[src/rtl/quoted_utf8_string_encoder_assert.svh]
// ----------------------------------------------------------------------------
// Assertion macros for the quoted UTF-8 string encoder
// Same-cycle and next-cycle implication checks, disabled during reset.
// ----------------------------------------------------------------------------
`ifndef QUOTED_UTF8_STRING_ENCODER_ASSERT_SVH
`define QUOTED_UTF8_STRING_ENCODER_ASSERT_SVH

// Consequent must hold in the same cycle as the antecedent.
`define QU8_ASSERT_SAME(label, clk, rst_n, ante, cons) \
    label: assert property (@(posedge clk) disable iff (!(rst_n)) (ante) |-> (cons)) \
        else $error("same-cycle check failed");

// Consequent must hold in the cycle after the antecedent.
`define QU8_ASSERT_NEXT(label, clk, rst_n, ante, cons) \
    label: assert property (@(posedge clk) disable iff (!(rst_n)) (ante) |=> (cons)) \
        else $error("next-cycle check failed");

`endif

[src/rtl/qu8enc_pkg.sv]
// ----------------------------------------------------------------------------
// qu8enc_pkg
// Types and constants shared by the quoted UTF-8 encoder modules.
// ----------------------------------------------------------------------------
package qu8enc_pkg;

    localparam int MAX_BYTES     = 6;
    localparam int LEN_W         = 3;
    localparam int CP_W          = 31;
    localparam int QUEUE_DEPTH_DEF = 2;

    localparam logic [7:0]  QUOTE_BYTE = 8'h22;
    localparam logic [7:0]  CONT_TAG   = 8'h80;
    localparam logic [31:0] MASK_2B    = 32'hfffff800;
    localparam logic [31:0] MASK_3B    = 32'hffff0000;
    localparam logic [31:0] MASK_4B    = 32'hffe00000;
    localparam logic [31:0] MASK_5B    = 32'hfc000000;
    localparam logic [7:0]  LEAD_2B    = 8'hc0;
    localparam logic [7:0]  LEAD_3B    = 8'he0;
    localparam logic [7:0]  LEAD_4B    = 8'hf0;
    localparam logic [7:0]  LEAD_5B    = 8'hf8;
    localparam logic [7:0]  LEAD_6B    = 8'hfc;

    typedef enum logic [1:0] {
        MODE_CHAR  = 2'd0,
        MODE_OPEN  = 2'd1,
        MODE_CLOSE = 2'd2
    } t_mode;

    // One classified item: byte count and bytes in stream order (index 0 first).
    typedef struct packed {
        logic [LEN_W-1:0]           len;
        logic [MAX_BYTES-1:0][7:0]  bytes;
    } t_entry;

endpackage

[src/rtl/quoted_utf8_string_encoder.sv]
// ----------------------------------------------------------------------------
// quoted_utf8_string_encoder
// Code points and quote marks in, quoted UTF-8 bytes out (31-bit legacy form).
// ----------------------------------------------------------------------------
//  channel | direction | handshake         | payload
//  --------+-----------+-------------------+------------------------------
//  in      | input     | i_valid / o_stall | i_mode, i_code_point
//  out     | output    | o_valid / i_stall | o_out_byte, o_last_of_item
//
//  One byte leaves per cycle while i_stall is low; an item of N bytes (1 to 6)
//  holds the back end until its last byte leaves, so with no output stall the
//  input sustains one item per cycle for one-byte items. First byte becomes
//  valid after the queue write and then the output register load.
//  Items with the unused mode are accepted and produce no bytes.
//  Reset clears queue pointers, byte index and output valid; no clearing pass.
//  o_stall rises only when the item queue is full; i_stall holds the output.
// ----------------------------------------------------------------------------
module quoted_utf8_string_encoder import qu8enc_pkg::*; #(
    parameter int QUEUE_DEPTH = QUEUE_DEPTH_DEF
) (
    input  logic            i_clk,
    input  logic            i_rst_n,
    input  logic            i_valid,
    output logic            o_stall,
    input  logic [1:0]      i_mode,
    input  logic [CP_W-1:0] i_code_point,
    output logic            o_valid,
    input  logic            i_stall,
    output logic [7:0]      o_out_byte,
    output logic            o_last_of_item
);

    t_entry push_entry;
    t_entry head_entry;
    logic   push;
    logic   pop;
    logic   full;
    logic   empty;

    qu8enc_front u_front (
        .i_valid      (i_valid),
        .i_mode       (i_mode),
        .i_code_point (i_code_point),
        .i_full       (full),
        .o_stall      (o_stall),
        .o_push       (push),
        .o_entry      (push_entry)
    );

    qu8enc_queue #(
        .DEPTH (QUEUE_DEPTH)
    ) u_queue (
        .i_clk   (i_clk),
        .i_rst_n (i_rst_n),
        .i_push  (push),
        .i_entry (push_entry),
        .i_pop   (pop),
        .o_full  (full),
        .o_empty (empty),
        .o_head  (head_entry)
    );

    qu8enc_back u_back (
        .i_clk          (i_clk),
        .i_rst_n        (i_rst_n),
        .i_empty        (empty),
        .i_head         (head_entry),
        .o_pop          (pop),
        .i_stall        (i_stall),
        .o_valid        (o_valid),
        .o_out_byte     (o_out_byte),
        .o_last_of_item (o_last_of_item)
    );

endmodule

[src/rtl/qu8enc_front.sv]
// ----------------------------------------------------------------------------
// qu8enc_front
// Accepts input transactions and classifies each into a byte sequence.
// ----------------------------------------------------------------------------
module qu8enc_front import qu8enc_pkg::*; (
    input  logic            i_valid,
    input  logic [1:0]      i_mode,
    input  logic [CP_W-1:0] i_code_point,
    input  logic            i_full,
    output logic            o_stall,
    output logic            o_push,
    output t_entry          o_entry
);

    logic [31:0]     cp32;
    logic [4:0][7:0] cont;

    assign cp32    = {1'b0, i_code_point};
    assign o_stall = i_full;

    always_comb begin
        for (int k = 0; k < 5; k++) begin
            cont[k] = CONT_TAG | {2'b00, i_code_point[6*k +: 6]};
        end
    end

    always_comb begin
        o_entry = '0;
        o_push  = 1'b0;
        case (i_mode)
            MODE_OPEN, MODE_CLOSE: begin
                o_push         = i_valid && !i_full;
                o_entry.len    = LEN_W'(1);
                o_entry.bytes[0] = QUOTE_BYTE;
            end
            MODE_CHAR: begin
                o_push = i_valid && !i_full;
                if (i_code_point[CP_W-1:7] == '0) begin
                    o_entry.len      = LEN_W'(1);
                    o_entry.bytes[0] = {1'b0, i_code_point[6:0]};
                end else if ((cp32 & MASK_2B) == '0) begin
                    o_entry.len      = LEN_W'(2);
                    o_entry.bytes[0] = LEAD_2B | {3'b000, i_code_point[10:6]};
                    o_entry.bytes[1] = cont[0];
                end else if ((cp32 & MASK_3B) == '0) begin
                    o_entry.len      = LEN_W'(3);
                    o_entry.bytes[0] = LEAD_3B | {4'h0, i_code_point[15:12]};
                    o_entry.bytes[1] = cont[1];
                    o_entry.bytes[2] = cont[0];
                end else if ((cp32 & MASK_4B) == '0) begin
                    o_entry.len      = LEN_W'(4);
                    o_entry.bytes[0] = LEAD_4B | {5'h00, i_code_point[20:18]};
                    o_entry.bytes[1] = cont[2];
                    o_entry.bytes[2] = cont[1];
                    o_entry.bytes[3] = cont[0];
                end else if ((cp32 & MASK_5B) == '0) begin
                    o_entry.len      = LEN_W'(5);
                    o_entry.bytes[0] = LEAD_5B | {6'h00, i_code_point[25:24]};
                    o_entry.bytes[1] = cont[3];
                    o_entry.bytes[2] = cont[2];
                    o_entry.bytes[3] = cont[1];
                    o_entry.bytes[4] = cont[0];
                end else begin
                    o_entry.len      = LEN_W'(6);
                    o_entry.bytes[0] = LEAD_6B | {7'h00, i_code_point[30]};
                    o_entry.bytes[1] = cont[4];
                    o_entry.bytes[2] = cont[3];
                    o_entry.bytes[3] = cont[2];
                    o_entry.bytes[4] = cont[1];
                    o_entry.bytes[5] = cont[0];
                end
            end
            default: begin
                // unused mode: accept and drop
                o_push = 1'b0;
            end
        endcase
    end

endmodule

[src/rtl/qu8enc_queue.sv]
// ----------------------------------------------------------------------------
// qu8enc_queue
// Short register queue of classified items between front and back.
// ----------------------------------------------------------------------------
module qu8enc_queue import qu8enc_pkg::*; #(
    parameter int DEPTH = QUEUE_DEPTH_DEF
) (
    input  logic   i_clk,
    input  logic   i_rst_n,
    input  logic   i_push,
    input  t_entry i_entry,
    input  logic   i_pop,
    output logic   o_full,
    output logic   o_empty,
    output t_entry o_head
);

    localparam int PTR_W = (DEPTH > 1) ? $clog2(DEPTH) : 1;
    localparam int CNT_W = $clog2(DEPTH + 1);

    t_entry             r_mem [DEPTH];
    logic [PTR_W-1:0]   r_wr_ptr, n_wr_ptr;
    logic [PTR_W-1:0]   r_rd_ptr, n_rd_ptr;
    logic [CNT_W-1:0]   r_count, n_count;

    assign o_full  = (r_count == CNT_W'(DEPTH));
    assign o_empty = (r_count == '0);
    assign o_head  = r_mem[r_rd_ptr];

    always_comb begin
        n_wr_ptr = r_wr_ptr;
        n_rd_ptr = r_rd_ptr;
        n_count  = r_count;
        if (i_push) begin
            n_wr_ptr = (r_wr_ptr == PTR_W'(DEPTH - 1)) ? '0 : r_wr_ptr + PTR_W'(1);
        end
        if (i_pop) begin
            n_rd_ptr = (r_rd_ptr == PTR_W'(DEPTH - 1)) ? '0 : r_rd_ptr + PTR_W'(1);
        end
        case ({i_push, i_pop})
            2'b10:   n_count = r_count + CNT_W'(1);
            2'b01:   n_count = r_count - CNT_W'(1);
            default: n_count = r_count;
        endcase
    end

    always_ff @(posedge i_clk) begin
        if (!i_rst_n) begin
            r_wr_ptr <= '0;
            r_rd_ptr <= '0;
            r_count  <= '0;
        end else begin
            r_wr_ptr <= n_wr_ptr;
            r_rd_ptr <= n_rd_ptr;
            r_count  <= n_count;
        end
    end

    always_ff @(posedge i_clk) begin
        if (i_push) begin
            r_mem[r_wr_ptr] <= i_entry;
        end
    end

`include "quoted_utf8_string_encoder_assert.svh"

    `QU8_ASSERT_SAME(a_no_push_when_full, i_clk, i_rst_n, o_full, !i_push)
    `QU8_ASSERT_SAME(a_no_pop_when_empty, i_clk, i_rst_n, o_empty, !i_pop)

endmodule

[src/rtl/qu8enc_back.sv]
// ----------------------------------------------------------------------------
// qu8enc_back
// Serializes the head item of the queue into a registered byte stream.
// ----------------------------------------------------------------------------
module qu8enc_back import qu8enc_pkg::*; (
    input  logic        i_clk,
    input  logic        i_rst_n,
    input  logic        i_empty,
    input  t_entry      i_head,
    output logic        o_pop,
    input  logic        i_stall,
    output logic        o_valid,
    output logic [7:0]  o_out_byte,
    output logic        o_last_of_item
);

    logic [LEN_W-1:0] r_idx, n_idx;
    logic             r_valid, n_valid;
    logic [7:0]       r_byte;
    logic             r_last;
    logic             slot_free;
    logic             take;
    logic             is_last;

    assign slot_free = !r_valid || !i_stall;
    assign take      = slot_free && !i_empty;
    assign is_last   = (r_idx == LEN_W'(i_head.len - LEN_W'(1)));
    assign o_pop     = take && is_last;

    always_comb begin
        n_idx   = r_idx;
        n_valid = r_valid;
        if (take) begin
            n_valid = 1'b1;
            n_idx   = is_last ? '0 : r_idx + LEN_W'(1);
        end else if (slot_free) begin
            n_valid = 1'b0;
        end
    end

    always_ff @(posedge i_clk) begin
        if (!i_rst_n) begin
            r_idx   <= '0;
            r_valid <= 1'b0;
        end else begin
            r_idx   <= n_idx;
            r_valid <= n_valid;
        end
    end

    always_ff @(posedge i_clk) begin
        if (take) begin
            r_byte <= i_head.bytes[r_idx];
            r_last <= is_last;
        end
    end

    assign o_valid        = r_valid;
    assign o_out_byte     = r_byte;
    assign o_last_of_item = r_last;

`include "quoted_utf8_string_encoder_assert.svh"

    `QU8_ASSERT_NEXT(a_hold_index_on_stall, i_clk, i_rst_n, r_valid && i_stall, $stable(r_idx))
    `QU8_ASSERT_NEXT(a_index_restarts, i_clk, i_rst_n, o_pop, r_idx == '0 && r_last)

endmodule

[config.mk]
export PLATFORM = sky130hd
export DESIGN_NAME = quoted_utf8_string_encoder
export DESIGN_NICKNAME = d
export VERILOG_FILES = /design/src/rtl/qu8enc_pkg.sv /design/src/rtl/quoted_utf8_string_encoder.sv /design/src/rtl/qu8enc_front.sv /design/src/rtl/qu8enc_queue.sv /design/src/rtl/qu8enc_back.sv
export VERILOG_INCLUDE_DIRS = /design/src /design/src/rtl
export SDC_FILE = /design/constraint.sdc
export NUM_CORES = 1
export LEC_CHECK = 0
export ABC_AREA = 1
export BUFFER_PORTS_ARGS = -buffer_cell sky130_fd_sc_hd__buf_4
export CORE_MARGIN = 4
export CORE_UTILIZATION = 45
export DETAILED_ROUTE_END_ITERATION = 7
export HOLD_SLACK_MARGIN = 0.12
export PLACE_DENSITY = 0.6
export SLEW_MARGIN = 20
export SYNTH_ARGS = -nofsm -noshare
export SYNTH_HDL_FRONTEND = slang
export SYNTH_HIERARCHICAL = 1
export SYNTH_SLANG_ARGS = --single-unit
[constraint.sdc]
create_clock -name i_clk -period 10.1 [get_ports i_clk]
set_input_delay 1.01 -clock i_clk [delete_from_list [all_inputs] [get_ports i_clk]]
set_output_delay 1.01 -clock i_clk [all_outputs]
set_load 0.01 [all_outputs]
* Word-level counts from Yosys, hierarchy flattened
Memories as Yosys holds them, arrays and structs flattened. A register that Yosys moved wholly into a read port is not among the register bits.
Index checks and enable logic that the tools add are counted.
** Cells by class
- Add/sub/neg operators :: 6
- Order comparisons :: 1
- Equal/unequal tests :: 6
- Mux-type cells :: 36
- Reduce and logical (&&, ||, !) cells :: 19
** Operators by type and width (number)
- 40-bit two-way mux :: 7
- 32-bit zero test :: 4
- 32-bit two-way mux :: 2
- 24-bit two-way mux :: 2
- 38-bit two-way mux :: 1
- 16-bit two-way mux :: 2
- 8-bit binary-select mux with 3-bit select :: 1
- 24-bit zero test :: 1
- 8-bit two-way mux :: 3
- 8-bit one-hot mux with 2 select lines :: 1
- 3-bit two-way mux :: 5
- 1-bit two-way mux :: 9
- 2-bit == test, second input constant :: 3
- 3-bit one-hot mux with 2 select lines :: 1
- 2-bit by 1-bit == test with 1-bit output, second input constant :: 2
- 1-bit zero test :: 4
- 2-bit zero test :: 2
- 3-bit by 4-bit < comparator with 1-bit output, second input constant :: 1
- 2-bit one-hot mux with 2 select lines :: 1
- 2-bit nonzero test :: 2
- 3-bit by 1-bit adder with 3-bit output, second input constant :: 1
- 3-bit == test :: 1
- 1-bit logical AND :: 3
- 3-bit OR reduction :: 1
- other kinds (7) :: 8
** Word-level totals
- Bits in registers :: 17
- Bits in writable memories :: 102
- Output and inout port bits :: 11
- Logic and storage cells :: 76
- Memories :: 1
** Memories
- u_queue.r_mem :: words 2, width 51, rd ports 1, clocked after Yosys merged registers in 1, wr ports 1, line qu8enc_queue.sv:21 : t_entry r_mem [DEPTH];

* Depth between registers and ports, before layout
Gate-level depths: netlist (run 1).
- Depth after elaboration :: 12
- Depth in mapped cells :: 18
- Mapped depth without buffers :: 16

* Cells and area by module
The synthesis (run 1) kept the hierarchy.
** By module, submodules not included
- qu8enc_queue :: times used 1, cells an instance 194, area each 4162.7 sq um, seq. area each 3163.0 sq um
- qu8enc_front :: times used 1, cells an instance 251, area each 1317.5 sq um, seq. area each 0.0 sq um
- qu8enc_back :: times used 1, cells an instance 136, area each 984.7 sq um, seq. area each 350.3 sq um

* Worst setup path after synthesis (run 1)
OpenSTA, ideal clock, no wires.
- Kind :: input -> register
- Start point :: in i_mode[0]
- End point :: mem u_queue/r_mem[0][0] in the netlist's numbering, enable pin
- Setup time :: 0.460 ns
- Arrival :: 3.780 ns
- Required time :: 9.640 ns
- Setup slack :: 5.860 ns
- Stages on the path :: 4
- Buffers on the path :: 0
- Path through :: ha_1 > nor3b_1 > inv_1 > nor2_1
** Between the ends
- Cells in the longest elaborated chain, start to end :: 5
- Elaborated cells on any way between the ends :: 7
- Those cells by class :: eq/ne: 2; mux: 3; reduce/logical: 2
** Ends and longest elaborated chain
- start: declaration :: line quoted_utf8_string_encoder.sv:25 : input logic [1:0] i_mode,
- 2-bit by 1-bit == test with 1-bit output, or another cell as far along :: line qu8enc_front.sv:30 : case (i_mode)
- 3-bit OR reduction (no line) *
- 1-bit two-way mux *
- via push :: line quoted_utf8_string_encoder.sv:35 : logic push;
- 1-bit two-way mux * :: line qu8enc_queue.sv:60 : if (i_push) begin
- 1-bit two-way mux (implied by the code) * :: line qu8enc_queue.sv:61 : r_mem[r_wr_ptr] <= i_entry;
- end: declaration :: line qu8enc_queue.sv:21
Mark *: on every way through the listed nets, which the timed path passes. The rest lies on a longest branch.

==> results by group, run 1 <==
Status
  – Status: completed

Synthesis
  – Synth warn: 6
  – EDFF count, synth: 111
  – Synth cell types: 44
  – Sequential fraction of the synthesis area: 54.3%
  – Mean Syn Cell Area: 11.1 um2
  – Syn Inst Count: 581
  – Top_reg_cell synth: edfxtp_1
  – Mapped Area: 6460 um2
  – FF+latch count, synth: 120
  – Asr flop ratio synth: 0%

Setup path
  – Crit-path cells: mux2_4, inv_1, ha_1, nand2_1, nand2_1, nor2_2, nand3_2, inv_1, ha_1, inv_1, nand2_1, nor2_1, nor2_1, nor2_1
  – Crit. End Element: flop
  – CP max stage delay: 0.98 ns
  – CP required: 10.44 ns
  – Worst EP arrival: 3.20 ns
  – CP max stage cell: dfxtp_4
  – Startpoint class of the critical path: flop
  – Crit Path Class: reg -> reg
  – Crit Path Max Fanout: 51

Clock network
  – Root Driver: clkbuf_16
  – CTS max path bufs: 2
  – Reg clk slew, reported paths: 0.05 ns
  – H-tree depth: 4
  – Clk_lat worst skew: 0.41 ns
  – Hold-fix buffers, CTS: 0
  – CTS Buf Count: 17
  – Post_cts resized: 0
  – Post-CTS setup buffer count: 0
  – CTS tree: yes
  – Sink Count: 120

Place
  – DP Wirelength: 10.5 mm
  – Number of port buffers: 47
  – RD Place Congestion: 0.992
  – DP Worst Slack: 6.86 ns

Timing
  – Endpoints failing setup: 0
  – Fin Setup TNS: 0 ns
  – RSZ-0062 raised after global routing: false
  – Final Hold Fails: 0
  – Final min period: 2.85 ns
  – Skew final: 0.0103 ns
  – Final Max Tran Viols: 0
  – Worst slew margin: 34.6%
  – Fmax: 350 MHz
  – Min setup slack post-route: 7.25 ns
  – Slew at the pin closest to its max-slew limit: 0.982 ns
  – Tcrit/Tclk final: 28.3%

Route
  – DR pass1 iterations: 5
  – Remaining DRCs: 0
  – Routed via count: 4537
  – DRT iter0 DRCs: 442
  – Via density per instance: 5.53
  – WL/cell: 18.6 um
  – Routed Antenna Nets: 0
  – Routed WL: 15.3 mm

Global routing
  – Initial antenna violation count: 0
  – Global route overflow: 0
  – Largest net degree at the start of global routing: 52
  – First-pass GRT wire length: 24.6 mm
  – Vias in the first global route: 4428
  – Total GRT Usage: 19.6%

Die
  – Rows: 43
  – Die height: 128 um
  – Die Area: 16300 um2
  – Core area: 14000 um2
  – Initial Util: 46.2%
  – Top Ports: 48
  – Die width: 128 um

Final layout
  – Share of cells above drive strength 1: 25.9%
  – Fin nets: 670
  – Layout area overhead: 14.5%
  – Fillers: 1239
  – Ant diodes: 0

Hold path
  – Hold Crit Class: reg -> reg

Power and ir drop
  – Leakage: 2.99 nW
  – Maximum vdd drop: 0.000118 V
  – Total power divided by cell area: 195 nW/um2

Run
  – Max_cap viols: 0
[path summary, 6_finish.rpt]
| path | startpoint | end | slack (ns) | depth (start not counted) |
|---|---|---|---|---|
| worst min-delay path | u_back/o_valid | u_back/o_valid | 0.49 | 2 |
| worst min register to register | u_back/o_valid | u_back/o_valid | 0.49 | 2 |
| worst max-delay path | flop | u_queue/r_count[1] | 7.25 | 14 |
| worst max register to register | flop | u_queue/r_count[1] | 7.25 | 14 |
[area by class of cell]
type	count	area (um2)	area share, %
Inverter	58	226	3.06
Clock buffer	25	505	6.83
Sequential cell	120	3520	47.5
Tap cell	180	225	3.04
Clock inverter	7	67.6	0.913
Multi-Input combinational cell	382	2490	33.7
Timing Repair Buffer	49	368	4.97
[cell usage in the layout, fill, tap and decap left out, types with 6 or more instances in the layout]
master       n
a21oi_1     28
nand3_1     15
edfxtp_1   111
nand2_1     78
o21ai_1      8
clkbuf_16   17
o22ai_1     15
a211oi_2     6
dfxtp_1      8
buf_4       49
o21ai_0     37
o21a_1       8
a22oi_1      6
mux2_4      50
nor2_1      83
inv_1       50
[kinds of logic (layout without fill, tap and decap cells)]
family,count (synthesis),after routing,synth area share (%)
buffers and inverters,83,139,7.55
other,1,5,0.0580
flip-flops,120,120,54.3
AND/OR/NAND/NOR,205,205,14.4
AO/OA/AOI/OAI,114,114,10.6
adder cells (fa/ha/maj),5,5,0.968
XOR/XNOR,2,2,0.271
multiplexers,51,51,11.8
[synthesized netlist by cell type, types with 5 or more instances]
cell type / count / area, um2
o21ai_0: 37 / 185
a22oi_1: 6 / 45.0
nand2_1: 78 / 293
buf_12: 5 / 100
dfxtp_1: 9 / 180
nor2_1: 84 / 315
o22ai_1: 15 / 93.8
a21oi_1: 28 / 140
inv_2: 5 / 18.8
ha_1: 5 / 62.6
edfxtp_1: 111 / 3330
inv_1: 51 / 191
buf_6: 7 / 78.8
nand3_1: 15 / 75.1
mux2_4: 50 / 751
o21a_1: 8 / 60.1
a211oi_2: 6 / 75.1
buf_4: 8 / 60.1
o21ai_1: 8 / 40.0
[metrics by stage]
stage / hold slack, ns / instances / total power [W] / util [%] / instance area (um2)
detailed placement: 0.492 / 789 / 0.000883 / 48.8 / 6830
CTS: 0.500 / 821 / 0.00146 / 52.9 / 7400
finish: 0.490 / 821 / 0.00144 / 52.9 / 7400
global route: 0.540 / 821 / 0.00151 / 52.9 / 7400
global placement: 0.475 / 789 / 0.000878 / 48.8 / 6820
floorplan: 0.466 / 585 / 0.000806 / - / 6480
[flip-flops by register name, summed over array words and instances, names as in the netlist, named ones only]
register / flops
u_queue/r_mem: 102
u_back/o_out_byte: 8
u_back/r_idx: 3
u_queue/r_count: 2
u_back/o_last_of_item: 1
u_back/o_valid: 1
u_queue/r_rd_ptr: 1
u_queue/r_wr_ptr: 1
[critical path: cells and delay by family (launching register included)]
family	cells	cell delay, ns
AND/OR/NAND/NOR	8	0.62
adder cells (fa/ha/maj)	2	0.50
flip-flops	1	0.98
buffers and inverters	3	0.29
multiplexers	1	0.36
[report_power, final]
part	switching (W)	internal (W)
Combinational	0.000147	0.000102
Sequential	0.0000267	0.000596
Clock	0.000202	0.000369
[layer usage]
layer / vias to the layer above / GRT usage, % / wire, um
li1: 2123 / - / -
met1: 2198 / 27.2 / 6830
met2: 187 / 29.7 / 7030
met3: 29 / 4.58 / 1050
met4: 0 / 7.68 / 366
met5: - / 0 / 0
Power figures use the tool's default switching activity.
==> run 2: changes to the inputs <==
--- a/config.mk
+++ b/config.mk
@@ -12,7 +12,7 @@
 export CORE_UTILIZATION = 45
 export DETAILED_ROUTE_END_ITERATION = 7
 export HOLD_SLACK_MARGIN = 0.12
-export PLACE_DENSITY = 0.6
+export PLACE_DENSITY = 0.62
 export SLEW_MARGIN = 20
 export SYNTH_ARGS = -nofsm -noshare
 export SYNTH_HDL_FRONTEND = slang
==> constraint.sdc (replaced) <==
create_clock -name i_clk -period 2.6 [get_ports i_clk]
set_input_delay 0.26 -clock i_clk [delete_from_list [all_inputs] [get_ports i_clk]]
set_output_delay 0.26 -clock i_clk [all_outputs]
set_load 0.01 [all_outputs]
==> run 2 against run 1 <==
Combinational power rose to 4.2 times the previous value. Utilization up 0.57 points. Largest cell class unchanged. Sequential share of layout area down 0.51 points. Critical path depth unchanged. First-iteration DRC count up 23%. Die area unchanged. Count of clock-buffer cells in the layout up 2. Clock power rose to 3.7 times the previous value. Final cell count up 1.5%. Hold slack worse by 0.34 ns. Highest routed layer unchanged. Largest power group unchanged.
==> results by group, run 2 (same netlist as run 1, synthesis figures left out) <==
Status
  – Status: completed

Final layout
  – Fillers: 1246 (+0.56%)
  – Final cell count without fillers: 833 (+1.5%)
  – Sequential standard cell area: 3520 um2 (unchanged)
  – Fin nets: 682 (+1.8%)
  – Max reg flops: 102 (unchanged)
  – Leading cell type in the layout, fill and taps excluded: edfxtp_1
  – Most frequent cells in the layout: 111 x edfxtp_1, 83 x nor2_1, 78 x nand2_1
  – Final Cell Area: 7480 um2 (+1.1%)
  – Layout area overhead: 15.7%
  – Share of cells above drive strength 1: 26.2% (+0.29 points)
  – Largest Register: u_queue/r_mem
  – Multi-input logic area: 2490 um2 (-0.20%)
  – Ant diodes: 0 (unchanged)

Power and ir drop
  – Maximum vdd drop: 0.000469 V (+300%)
  – Total power divided by cell area: 742 nW/um2 (+280%)
  – Leakage: 3.05 nW (+2.0%)

Hold path
  – Hold Crit Class: in -> reg

Route
  – Wl on met1: 6.82 mm (-0.16%)
  – Routed length on met2: 7.05 mm (+0.33%)
  – WL/cell: 18.1 um (-3.0%)
  – DRT iter0 DRCs: 544 (+23%)
  – DR top layer: met4
  – Routed Antenna Nets: 0 (unchanged)
  – Met3 WL post-DR: 963 um (-7.8%)
  – DR pass1 iterations: 5 (unchanged)
  – Via density per instance: 5.42 (-2.0%)
  – Routed via count: 4511 (-0.57%)
  – Routed WL: 15.0 mm (-1.5%)
  – Remaining DRCs: 0 (unchanged)

Setup path
  – Startpoint class of the critical path: flop
  – Crit-path cells: mux2_4, inv_1, ha_1, nand2_1, nand2_1, nor2_2, nand3_2, inv_1, ha_1, inv_1, nand2_1, nor2_1, nor2_1, nor2_1
  – Crit Path Class: reg -> reg
  – CP max stage cell: dfxtp_4
  – Delay-heaviest family, CP: simple AND/OR/NAND/NOR gates
  – Worst EP arrival: 2.47 ns (-0.73 ns)
  – CP required: 2.94 ns (-7.50 ns)
  – Worst path bufs/invs: 3 (unchanged)
  – Crit Path Max Fanout: 6 (-88%)
  – CP max stage delay: 0.38 ns (-0.60 ns)
  – Crit. End Element: flop

Die
  – Die height: 128 um (unchanged)
  – Rows: 43 (unchanged)
  – Core area: 14000 um2 (unchanged)
  – Die Area: 16300 um2 (unchanged)
  – Top Ports: 48 (unchanged)
  – Die width: 128 um (unchanged)
  – Initial Util: 46.2% (unchanged)

Timing
  – Final Max Tran Viols: 0 (unchanged)
  – Fmax: 470 MHz (+34%)
  – Endpoints failing setup: 0 (unchanged)
  – Final min period: 2.13 ns (-0.728 ns)
  – Skew final: 0.00577 ns (-0.00453 ns)
  – Final Hold Fails: 0 (unchanged)
  – Tcrit/Tclk final: 81.8% (+54 points)
  – Fin Setup TNS: 0 ns (unchanged)
  – Min setup slack post-route: 0.474 ns (-6.77 ns)
  – WHS: 0.150 ns (-0.340 ns)
  – RSZ-0062 raised after global routing: false

Clock network
  – Post-CTS setup buffer count: 0 (unchanged)
  – CTS tree: yes
  – H-tree depth: 4 (unchanged)
  – CTS Buf Count: 17 (unchanged)
  – CTS max path bufs: 2 (unchanged)
  – Sink Count: 120 (unchanged)
  – Clk_lat worst skew: 0.40 ns (about the same)
  – Root Driver: clkbuf_16
  – Reg clk slew, reported paths: 0.05 ns (about the same)

Place
  – RD Place Congestion: 0.953 (-3.9%)
  – Number of port buffers: 47 (unchanged)
  – Placed instance area: 6930 um2 (+1.5%)
  – Cell Count Post-Placement: 800 (+1.4%)
  – DP Wirelength: 10.4 mm (-0.41%)
  – DP Worst Slack: 0.462 ns (-6.40 ns)

Global routing
  – Vias in the first global route: 4335 (-2.1%)
  – First-pass GRT wire length: 23.6 mm (-4.0%)
  – Total GRT Usage: 19.0% (-0.53 points)
  – Initial antenna violation count: 0 (unchanged)
  – Global route overflow: 0 (unchanged)
  – Largest net degree at the start of global routing: 52 (unchanged)

Run
  – Max_cap viols: 0 (unchanged)
## run 2: cell types whose count changed in the layout (fill, tap and decap cells not counted), moves of 2 or more
cell	before	now
clkbuf_1	3	7
buf_12	0	2
clkinvlp_4	3	0
clkbuf_8	5	3
buf_4	49	58
## run 2: where the power goes
part / switching, W / internal (W) / total [W] / leakage [nW]
Combinational: 0.000620 / 0.000428 / 0.00105 / 1.65
Sequential: 0.0000628 / 0.00231 / 0.00238 / 1.13
Clock: 0.000747 / 0.00138 / 0.00213 / 0.267
## run 2: layout make-up
class | count | area share, %
clock buffer | 27 | 6.59
clock inverter | 5 | 0.652
multi-input combinational | 382 | 33.2
timing repair buffer | 61 | 6.49
sequential | 120 | 47.0
inverter | 58 | 3.01
tap | 180 | 3.01
## run 2: path summary, 6_finish.rpt
| path | start | to | slack, ns | cells past startpoint |
|---|---|---|---|---|
| hold / removal | i_stall | u_back/o_valid | 0.15 | 3 |
| setup reg to reg | flop | u_queue/r_count[1] | 0.47 | 14 |
| setup / recovery | flop | u_queue/r_count[1] | 0.47 | 14 |
| hold reg to reg | u_back/o_valid | u_back/o_valid | 0.49 | 2 |
## run 2: per-stage QoR
stage | total power (W) | utilization (%)
5_1_grt | 0.00581 | 53.5
4_1_cts | 0.00560 | 53.5
3_5_place_dp | 0.00346 | 49.5
2_1_floorplan | 0.00313 | -
6_report | 0.00555 | 53.5
3_3_place_gp | 0.00344 | 49.5
## run 2: per-layer routing
metal,up-vias,GRT usage [%]
met4,0,5.74
li1,2145,-
met5,-,0
met3,16,5.33
met2,166,29.4
met1,2184,26.2
## run 2: repair_timing
action / 4_1_cts / 5_1_grt
hold buffers: 1 / 0
gates resized for setup: 0 / 0
endpoints found under the hold margin: 2 / 0
## run 2: worst min-delay path: stages
cell,delay [ns]
buf_4,0.11
nand2_1,0.07
a21boi_0,0.07
==> run 3: changes to the inputs <==
--- a/config.mk
+++ b/config.mk
@@ -12,7 +12,7 @@
 export CORE_UTILIZATION = 45
 export DETAILED_ROUTE_END_ITERATION = 7
 export HOLD_SLACK_MARGIN = 0.12
-export PLACE_DENSITY = 0.62
+export PLACE_DENSITY = 0.6
 export SLEW_MARGIN = 20
 export SYNTH_ARGS = -nofsm -noshare
 export SYNTH_HDL_FRONTEND = slang
==> constraint.sdc (replaced) <==
create_clock -name i_clk -period 2.2 [get_ports i_clk]
set_input_delay 0.22 -clock i_clk [delete_from_list [all_inputs] [get_ports i_clk]]
set_output_delay 0.22 -clock i_clk [all_outputs]
set_load 0.01 [all_outputs]
==> run 3 against run 2 <==
Final cell count grew 0.60%. Combinational power grew 18%. Setup slack lost 0.26 ns. Clock skew grew 0.00084 ns. Critical path depth shrank 1. Routed wire length grew 2.0%. Non-clock buffer count grew 5. Design area grew 1.4%. Hold slack gained 0.087 ns. Register-to-register slack lost 0.26 ns. First-iteration DRC count shrank 26%. Highest routed layer unchanged.
==> results by group, run 3 (same netlist as run 1, synthesis figures left out) <==
Setup path
  – Crit-path cells: mux2_4, inv_2, ha_1, nand2_1, nand2_1, nor2_2, nand3_2, inv_2, ha_4, inv_1, nand4_1, nand2_1, nor2_1
  – CP required: 2.51 ns (-0.43 ns)
  – Cells on worst reg2reg path: 13 (-1)
  – R2r setup slk: 0.22 ns (-0.26 ns)
  – Reg2reg end: u_queue/r_count[1]
  – Crit Path Max Fanout: 5 (-1)
  – Cell mode on critical path: nand2_1
  – Crit. End Element: flop
  – Worst EP arrival: 2.29 ns (-0.18 ns)
  – Crit Path Class: reg -> reg
  – Startpoint class of the critical path: flop
  – CP max stage delay: 0.37 ns (about the same)
  – CP max stage cell: dfxtp_4

Timing
  – Min setup slack post-route: 0.219 ns (-0.255 ns)
  – Tcrit/Tclk final: 90.1% (+8.3 points)
  – Final Max Tran Viols: 0 (unchanged)
  – Fin Setup TNS: 0 ns (unchanged)
  – Endpoints failing setup: 0 (unchanged)
  – Final min period: 1.98 ns (-0.145 ns)
  – Final Hold Fails: 0 (unchanged)
  – Worst slew margin: 57.8%
  – Skew final: 0.00661 ns (+0.000840 ns)
  – Slew at the pin closest to its max-slew limit: 0.633 ns
  – Fmax: 505 MHz (+7.3%)
  – RSZ-0062 raised after global routing: false

Global routing
  – First-pass GRT wire length: 24.0 mm (+1.8%)
  – Total GRT Usage: 19.4% (+0.35 points)
  – Initial antenna violation count: 0 (unchanged)
  – Largest net degree at the start of global routing: 52 (unchanged)
  – Global route overflow: 0 (unchanged)
  – Vias in the first global route: 4501 (+3.8%)

Clock network
  – Root Driver: clkbuf_16
  – CTS max path bufs: 2 (unchanged)
  – Clk_lat worst skew: 0.41 ns (about the same)
  – H-tree depth: 4 (unchanged)
  – Sink Count: 120 (unchanged)
  – Reg clk slew, reported paths: 0.05 ns (about the same)
  – CTS Buf Count: 17 (unchanged)
  – CTS tree: yes

Route
  – DRT iter0 DRCs: 404 (-26%)
  – WL/cell: 18.3 um (+1.4%)
  – Routed via count: 4533 (+0.49%)
  – DR pass1 iterations: 5 (unchanged)
  – Via density per instance: 5.41 (-0.11%)
  – Routed Antenna Nets: 0 (unchanged)
  – Routed WL: 15.3 mm (+2.0%)
  – Remaining DRCs: 0 (unchanged)

Place
  – RD Place Congestion: 0.897 (-5.9%)
  – Number of port buffers: 47 (unchanged)
  – DP Wirelength: 10.5 mm (+0.46%)
  – DP Worst Slack: 0.139 ns (-0.323 ns)
  – Cell Count Post-Placement: 802 (+0.25%)

Final layout
  – Layout area overhead: 17.4%
  – Share of cells above drive strength 1: 27.4% (+1.2 points)
  – Largest Register: u_queue/r_mem
  – Most frequent cells in the layout: 111 x edfxtp_1, 83 x nor2_1, 78 x nand2_1
  – Final cell count without fillers: 838 (+0.60%)
  – Layout Utilization: 54.2% (+0.77 points)
  – Fin nets: 687 (+0.73%)
  – Leading cell type in the layout, fill and taps excluded: edfxtp_1
  – Max reg flops: 102 (unchanged)
  – Fillers: 1262 (+1.3%)
  – Ant diodes: 0 (unchanged)

Power and ir drop
  – Leakage: 3.09 nW (+1.3%)
  – Power, Total: 0.00685 W (+23%)
  – Total power divided by cell area: 903 nW/um2 (+22%)
  – Maximum vdd drop: 0.000567 V (+21%)

Die
  – Die Area: 16300 um2 (unchanged)
  – Die height: 128 um (unchanged)
  – Rows: 43 (unchanged)
  – Top Ports: 48 (unchanged)
  – Initial Util: 46.2% (unchanged)
  – Core area: 14000 um2 (unchanged)
  – Die width: 128 um (unchanged)

Status
  – Status: completed

Run
  – Max_cap viols: 0 (unchanged)

Hold path
  – Hold Crit Start: i_code_point[6]
  – Hold Path Depth: 3 (unchanged)
  – Hold worst-path end: u_queue/r_mem[0][32]
  – Hold Crit Class: in -> reg
run 3: cell count changes in the layout (fill, tap and decap cells not counted), moves of 2 or more:
cell	delta
clkbuf_8	-3
buf_4	+4
clkinv_1	+2
inv_1	-2
bufinv_16	+3
clkbuf_1	-4
clkinv_2	+2
run 3: critical path: cells and delay by family, from the launching register on:
kind                       cells  cell delay, ns
and+or+nand+nor                7            0.55
buffers and inverters          3            0.21
muxes                          1            0.31
adders and majority gates      2            0.44
DFF                            1            0.37
run 3: timing repair:
action | in CTS | in global routing
setup buffers | 0 | 2
gates resized for setup | 0 | 1
hold buffers | 2 | 0
endpoints found under the hold margin | 9 | 0
setup endpoints to repair | 0 | 1
run 3: area by class of cell:
type / count / area, um2 / share of cell area [%]
clock buffers: 20 / 437 / 5.75
clock inverters: 12 / 156 / 2.06
inverters: 58 / 229 / 3.02
multi-input cells: 382 / 2500 / 32.9
flip-flops and latches: 120 / 3520 / 46.3
well taps: 180 / 225 / 2.97
repair buffers: 66 / 526 / 6.92
run 3: worst max path at each step:
stage               cells after the start            endpoint  slack (ns)  start
floorplan                              16  u_queue/r_count[1]      0.0004   flop
global placement                       14  u_queue/r_count[1]        0.18   flop
detailed placement                     14  u_queue/r_count[1]        0.14   flop
CTS                                    14  u_queue/r_count[1]        0.13   flop
global route                           14  u_queue/r_count[1]       0.009   flop
finish                                 13  u_queue/r_count[1]        0.22   flop
run 3: where the power goes:
part / total (W) / switching, W / internal, W
Clock: 0.00281 / 0.000940 / 0.00187
Combinational: 0.00124 / 0.000724 / 0.000520
Sequential: 0.00280 / 0.0000671 / 0.00273
Total: 0.00685 / 0.00173 / 0.00512
run 3: stage by stage:
stage,hold slack (ns),area [um2]
floorplan,0.341,6490
global placement,0.475,6950
detailed placement,0.501,6950
CTS,0.221,7560
global route,0.240,7590
finish,0.237,7590
run 3: per-layer routing:
layer | vias to the layer above | wire length (um) | GRT usage [%]
li1 | 2152 | - | -
met1 | 2158 | 6590 | 25.5
met2 | 205 | 7240 | 31.3
met3 | 18 | 1320 | 4.50
met4 | 0 | 192 | 7.37
met5 | - | 0 | 0
